<file path="src/hdl/ksrt_pkg.sv">
package ksrt_pkg;

  localparam int TABLE_DEPTH = 64;
  localparam int IDX_W       = $clog2(TABLE_DEPTH);
  localparam int CNT_W       = $clog2(TABLE_DEPTH + 1);
  localparam int ID_W        = 32;
  localparam int KEY_W       = 32;
  localparam int KIND_W      = 2;
  localparam int MODE_W      = 2;
  localparam int POS_W       = 6;
  localparam int OCC_W       = 7;
  localparam int IN_DATA_W   = 96;
  localparam int OUT_DATA_W  = 16;

  typedef enum logic [KIND_W-1:0] {
    KIND_UPSERT = 2'd0,
    KIND_DELETE = 2'd1,
    KIND_QUERY  = 2'd2
  } kind_e;

  typedef enum logic [MODE_W-1:0] {
    MODE_DESC  = 2'd0,
    MODE_ASC   = 2'd1,
    MODE_MIXED = 2'd2
  } mode_e;

  typedef enum logic [1:0] {
    CELL_HOLD  = 2'd0,
    CELL_LEFT  = 2'd1,
    CELL_RIGHT = 2'd2,
    CELL_LOAD  = 2'd3
  } cell_op_e;

  typedef struct packed {
    logic [KEY_W-1:0] sec;
    logic [KEY_W-1:0] pri;
    logic [ID_W-1:0]  id;
  } entry_t;

  typedef struct packed {
    logic hit;
    logic ahead;
  } cell_stat_t;

  // True when entry a sorts strictly before entry b; ties break on ascending id.
  function automatic logic sorts_before(entry_t a, entry_t b, logic [MODE_W-1:0] mode);
    logic p_asc;
    logic s_asc;
    logic r;
    p_asc = (mode == MODE_ASC);
    s_asc = (mode == MODE_ASC) || (mode == MODE_MIXED);
    if (a.pri != b.pri) begin
      r = p_asc ? (a.pri < b.pri) : (a.pri > b.pri);
    end else if (a.sec != b.sec) begin
      r = s_asc ? (a.sec < b.sec) : (a.sec > b.sec);
    end else begin
      r = (a.id < b.id);
    end
    return r;
  endfunction

endpackage

</file>
<file path="src/hdl/ksrt_cell.sv">
module ksrt_cell
  import ksrt_pkg::*;
(
  input  logic              clk_i,
  input  cell_op_e          op_i,
  input  logic [MODE_W-1:0] mode_i,
  input  entry_t            bcast_i,
  input  entry_t            left_i,
  input  entry_t            right_i,
  output entry_t            entry_o,
  output cell_stat_t        stat_o
);

  entry_t entry_q;
  entry_t entry_d;

  always_comb begin
    case (op_i)
      CELL_HOLD:  entry_d = entry_q;
      CELL_LEFT:  entry_d = left_i;
      CELL_RIGHT: entry_d = right_i;
      CELL_LOAD:  entry_d = bcast_i;
      default:    entry_d = entry_q;
    endcase
  end

  always_ff @(posedge clk_i) begin
    entry_q <= entry_d;
  end

  assign entry_o      = entry_q;
  assign stat_o.hit   = (entry_q.id == bcast_i.id);
  assign stat_o.ahead = sorts_before(bcast_i, entry_q, mode_i);

endmodule
</file>
<file path="config.mk">
export PLATFORM = sky130hd
export DESIGN_NAME = ksrt_cell
export DESIGN_NICKNAME = d
export VERILOG_FILES = /design/src/hdl/ksrt_pkg.sv /design/src/hdl/ksrt_cell.sv
export SDC_FILE = /design/constraint.sdc
export NUM_CORES = 1
export LEC_CHECK = 0
export BUFFER_PORTS_ARGS = -buffer_cell sky130_fd_sc_hd__buf_2
export CORE_AREA = 4 4 149 151
export DETAILED_ROUTE_END_ITERATION = 7
export DIE_AREA = 0 0 153 155
export PLACE_DENSITY = 0.65
export SYNTH_ARGS = -nofsm -noshare
export SYNTH_HDL_FRONTEND = slang
export SYNTH_SLANG_ARGS = --single-unit
</file>
<file path="constraint.sdc">
create_clock -name clk_i -period 9.2 [get_ports clk_i]
set_input_delay 1.84 -clock clk_i [delete_from_list [all_inputs] [get_ports clk_i]]
set_output_delay 1.84 -clock clk_i [all_outputs]
set_load 0.03 [all_outputs]
</file>
==> impl_metrics.tcl <==
set metrics [dict create \
    status "completed" \
    worstMarginPinSlew_ns 0.888 \
    worstSetupStartpointType "input port" \
    max-slew-margin-rel_pct 40.8 \
    period_share_pct 63.8 \
    cp-end-kind "output pin" \
    post_dp_cell_area_um2 9520 \
    grt_pass1_wl_um 36200 \
    die_area_um2 23700 \
    syn-cell-area_um2 7310 \
    yosys.cell_types.count 38 \
    crit_fanout 3 \
    gr-usage-all-layers_pct 19.2 \
    gp_congestion 0.879 \
    min_period_ns 5.87 \
    cts_num_sinks 96 \
    largest_reg_flops 96 \
    min_from "left_i[0]" \
    criticalPathCategory "input port to output pin" \
    fp-row-count 53 \
    synth.top_cells.by_count "a21oi_1, nor2_1, inv_1" \
    core_area_um2 20800 \
    synth_seq_area_share_pct 39.5 \
    p_per_area_nw_per_um2 146 \
    critPathArrivalTime_ns 4.03 \
    postLayoutSetupSlackWorst_ns 3.33 \
    holdWs_ns 1.81 \
    async_reset_ff_share_pct 0 \
    fp.dieW_um 153 \
    fin_setup_tns_ns 0 \
    seqPwrFrac_pct 39.8 \
    dp_hpwl_um 19700 \
    internal_power_uw 936 \
    fin_area_um2 9800 \
    post-cts-setup-buffers 0 \
    place.detailed.instances 1401 \
    postCtsResizedCells 0 \
    drt-total-wl_um 23900 \
    synth_top_cell_by_area "edfxtp_1" \
    drt_pass1_iterations 6 \
    fill_cells 2032 \
    grt_pass1_vias 6793 \
    rsz0062_at_grt "no" \
    ant_nets 0 \
    numCtsBuffers 9 \
    route.detailed.drc 0 \
    syn_nets 1154 \
    ios 391 \
    crit_required_ns 7.36 \
    combPwrFrac_pct 34.1 \
    ir_drop_uv 79.1 \
    clk_pin_slew_ns 0.07 \
    portBuffers 390 \
    fin_cells 1417 \
    p_switching_uw 494 \
    hold_class "input port to flip-flop" \
    setup_viol 0 \
    viasPerCell 4.80 \
    whs_endpoint "entry_o[0]" \
    synth_edf_count 96 \
    synth_top_area_share_pct 39.5 \
    max-clock-path-buffers 2 \
    place_worst_setup_slack_ns 3.32 \
    hold_violations 0 \
    post-synth-top-count-cell "a21oi_1" \
    antenna_found_initial 1 \
    cts_tree "yes" \
    start_util_pct 35.1 \
    dieHeight_um 155 \
    wire_per_inst_um 16.9 \
    ys_seq_elements 96 \
    switching_share_pct 34.5 \
    ctsRootBufferMaster "clkbuf_16" \
    synthTopCellsByArea "edfxtp_1, ha_1, mux2i_1" \
    maxCapViolCount 0 \
    layout.nets 1527 \
    grt-ovfl-total 0 \
    grt_max_degree 93 \
    layout-drive-gt1-share_pct 36.0 \
    finalMaxSlewViolations 0 \
    final_util_pct 47.1 \
    synth_cells 764 \
    clock.fmax_ghz 0.170 \
    holdBufCountCts 0 \
    whs_path_depth 3 \
    clkPwrFrac_pct 26.1 \
    syn-mean-instance-area_um2 9.56 \
    area.growth.synth_to_final_pct 34.1 \
    p_leak_nw 5.23 \
    ys_warn_count 0 \
    htreeDepth 3 \
    synth_ff_type "edfxtp_1" \
    finalPower_mw 1.43 \
    drt_iter0_drc 274 \
    num_vias 6807 \
]
[layout by cell type (no fill, tap or decap), types with 16 or more instances in the layout]
master,count
a21oi_1,128
nand4_1,16
buf_2,388
nand2_1,19
inv_1,99
mux2i_1,97
a21o_1,18
nor2_1,103
edfxtp_1,96
ha_1,97
[how the worst max path moves through the flow]
stage	from	endpoint	slack, ns
floorplan	bcast_i[93]	stat_o[0]	3.76
global placement	bcast_i[91]	stat_o[0]	3.28
detailed placement	bcast_i[91]	stat_o[0]	3.32
CTS	bcast_i[91]	stat_o[0]	3.30
global route	bcast_i[78]	stat_o[0]	2.92
finish	bcast_i[75]	stat_o[0]	3.33
[cell type report]
class,count,area [um^2],area share [%]
flip-flops and latches,96,2880,29.4
well taps,275,344,3.51
clock buffers,9,225,2.30
inverters,99,372,3.79
multi-input cells,537,3930,40.1
repair buffers,394,1990,20.3
clock inverters,5,50.0,0.511
diodes,2,5.00,0.0511
[metal layers]
| metal | up-vias | global-route usage, % | share of wire (%) |
|---|---|---|---|
| met3 | 30 | 4.56 | 6.7 |
| met5 | - | 0 | 0 |
| met4 | 0 | 6.66 | 2.3 |
| met1 | 3034 | 23.3 | 41 |
| li1 | 3489 | - | - |
| met2 | 254 | 33.6 | 50 |
[worst max-delay path: stages]
cell and delay (ns):
buf_2 0.11, ha_1 0.32, nand4_1 0.17, nor4_1 0.37, nand3b_1 0.24, a2111oi_0 0.34, o21ai_0 0.15, a21oi_1 0.15
a211o_1 0.13, buf_2 0.21
[logic make-up (layout without fill, tap and decap cells)]
kind of cell | count (synthesis) | in the layout | synth area share (%)
and+or+nand+nor | 167 | 167 | 10.3
other | 0 | 2 | 0
buffers and inverters | 131 | 507 | 6.82
adders and majority gates | 97 | 97 | 16.6
muxes | 97 | 97 | 13.3
DFF | 96 | 96 | 39.5
AOI/OAI and AO/OA | 176 | 176 | 13.5
[power groups by stage]
stage,Combinational [mW],Sequential [mW],Clock (mW)
detailed placement,0.492,0.579,0
finish,0.488,0.569,0.372
global route,0.543,0.576,0.399
global placement,0.486,0.576,0
CTS,0.494,0.570,0.385
floorplan,0.200,0.681,0
No activity file was read; power rests on OpenSTA's default activity.
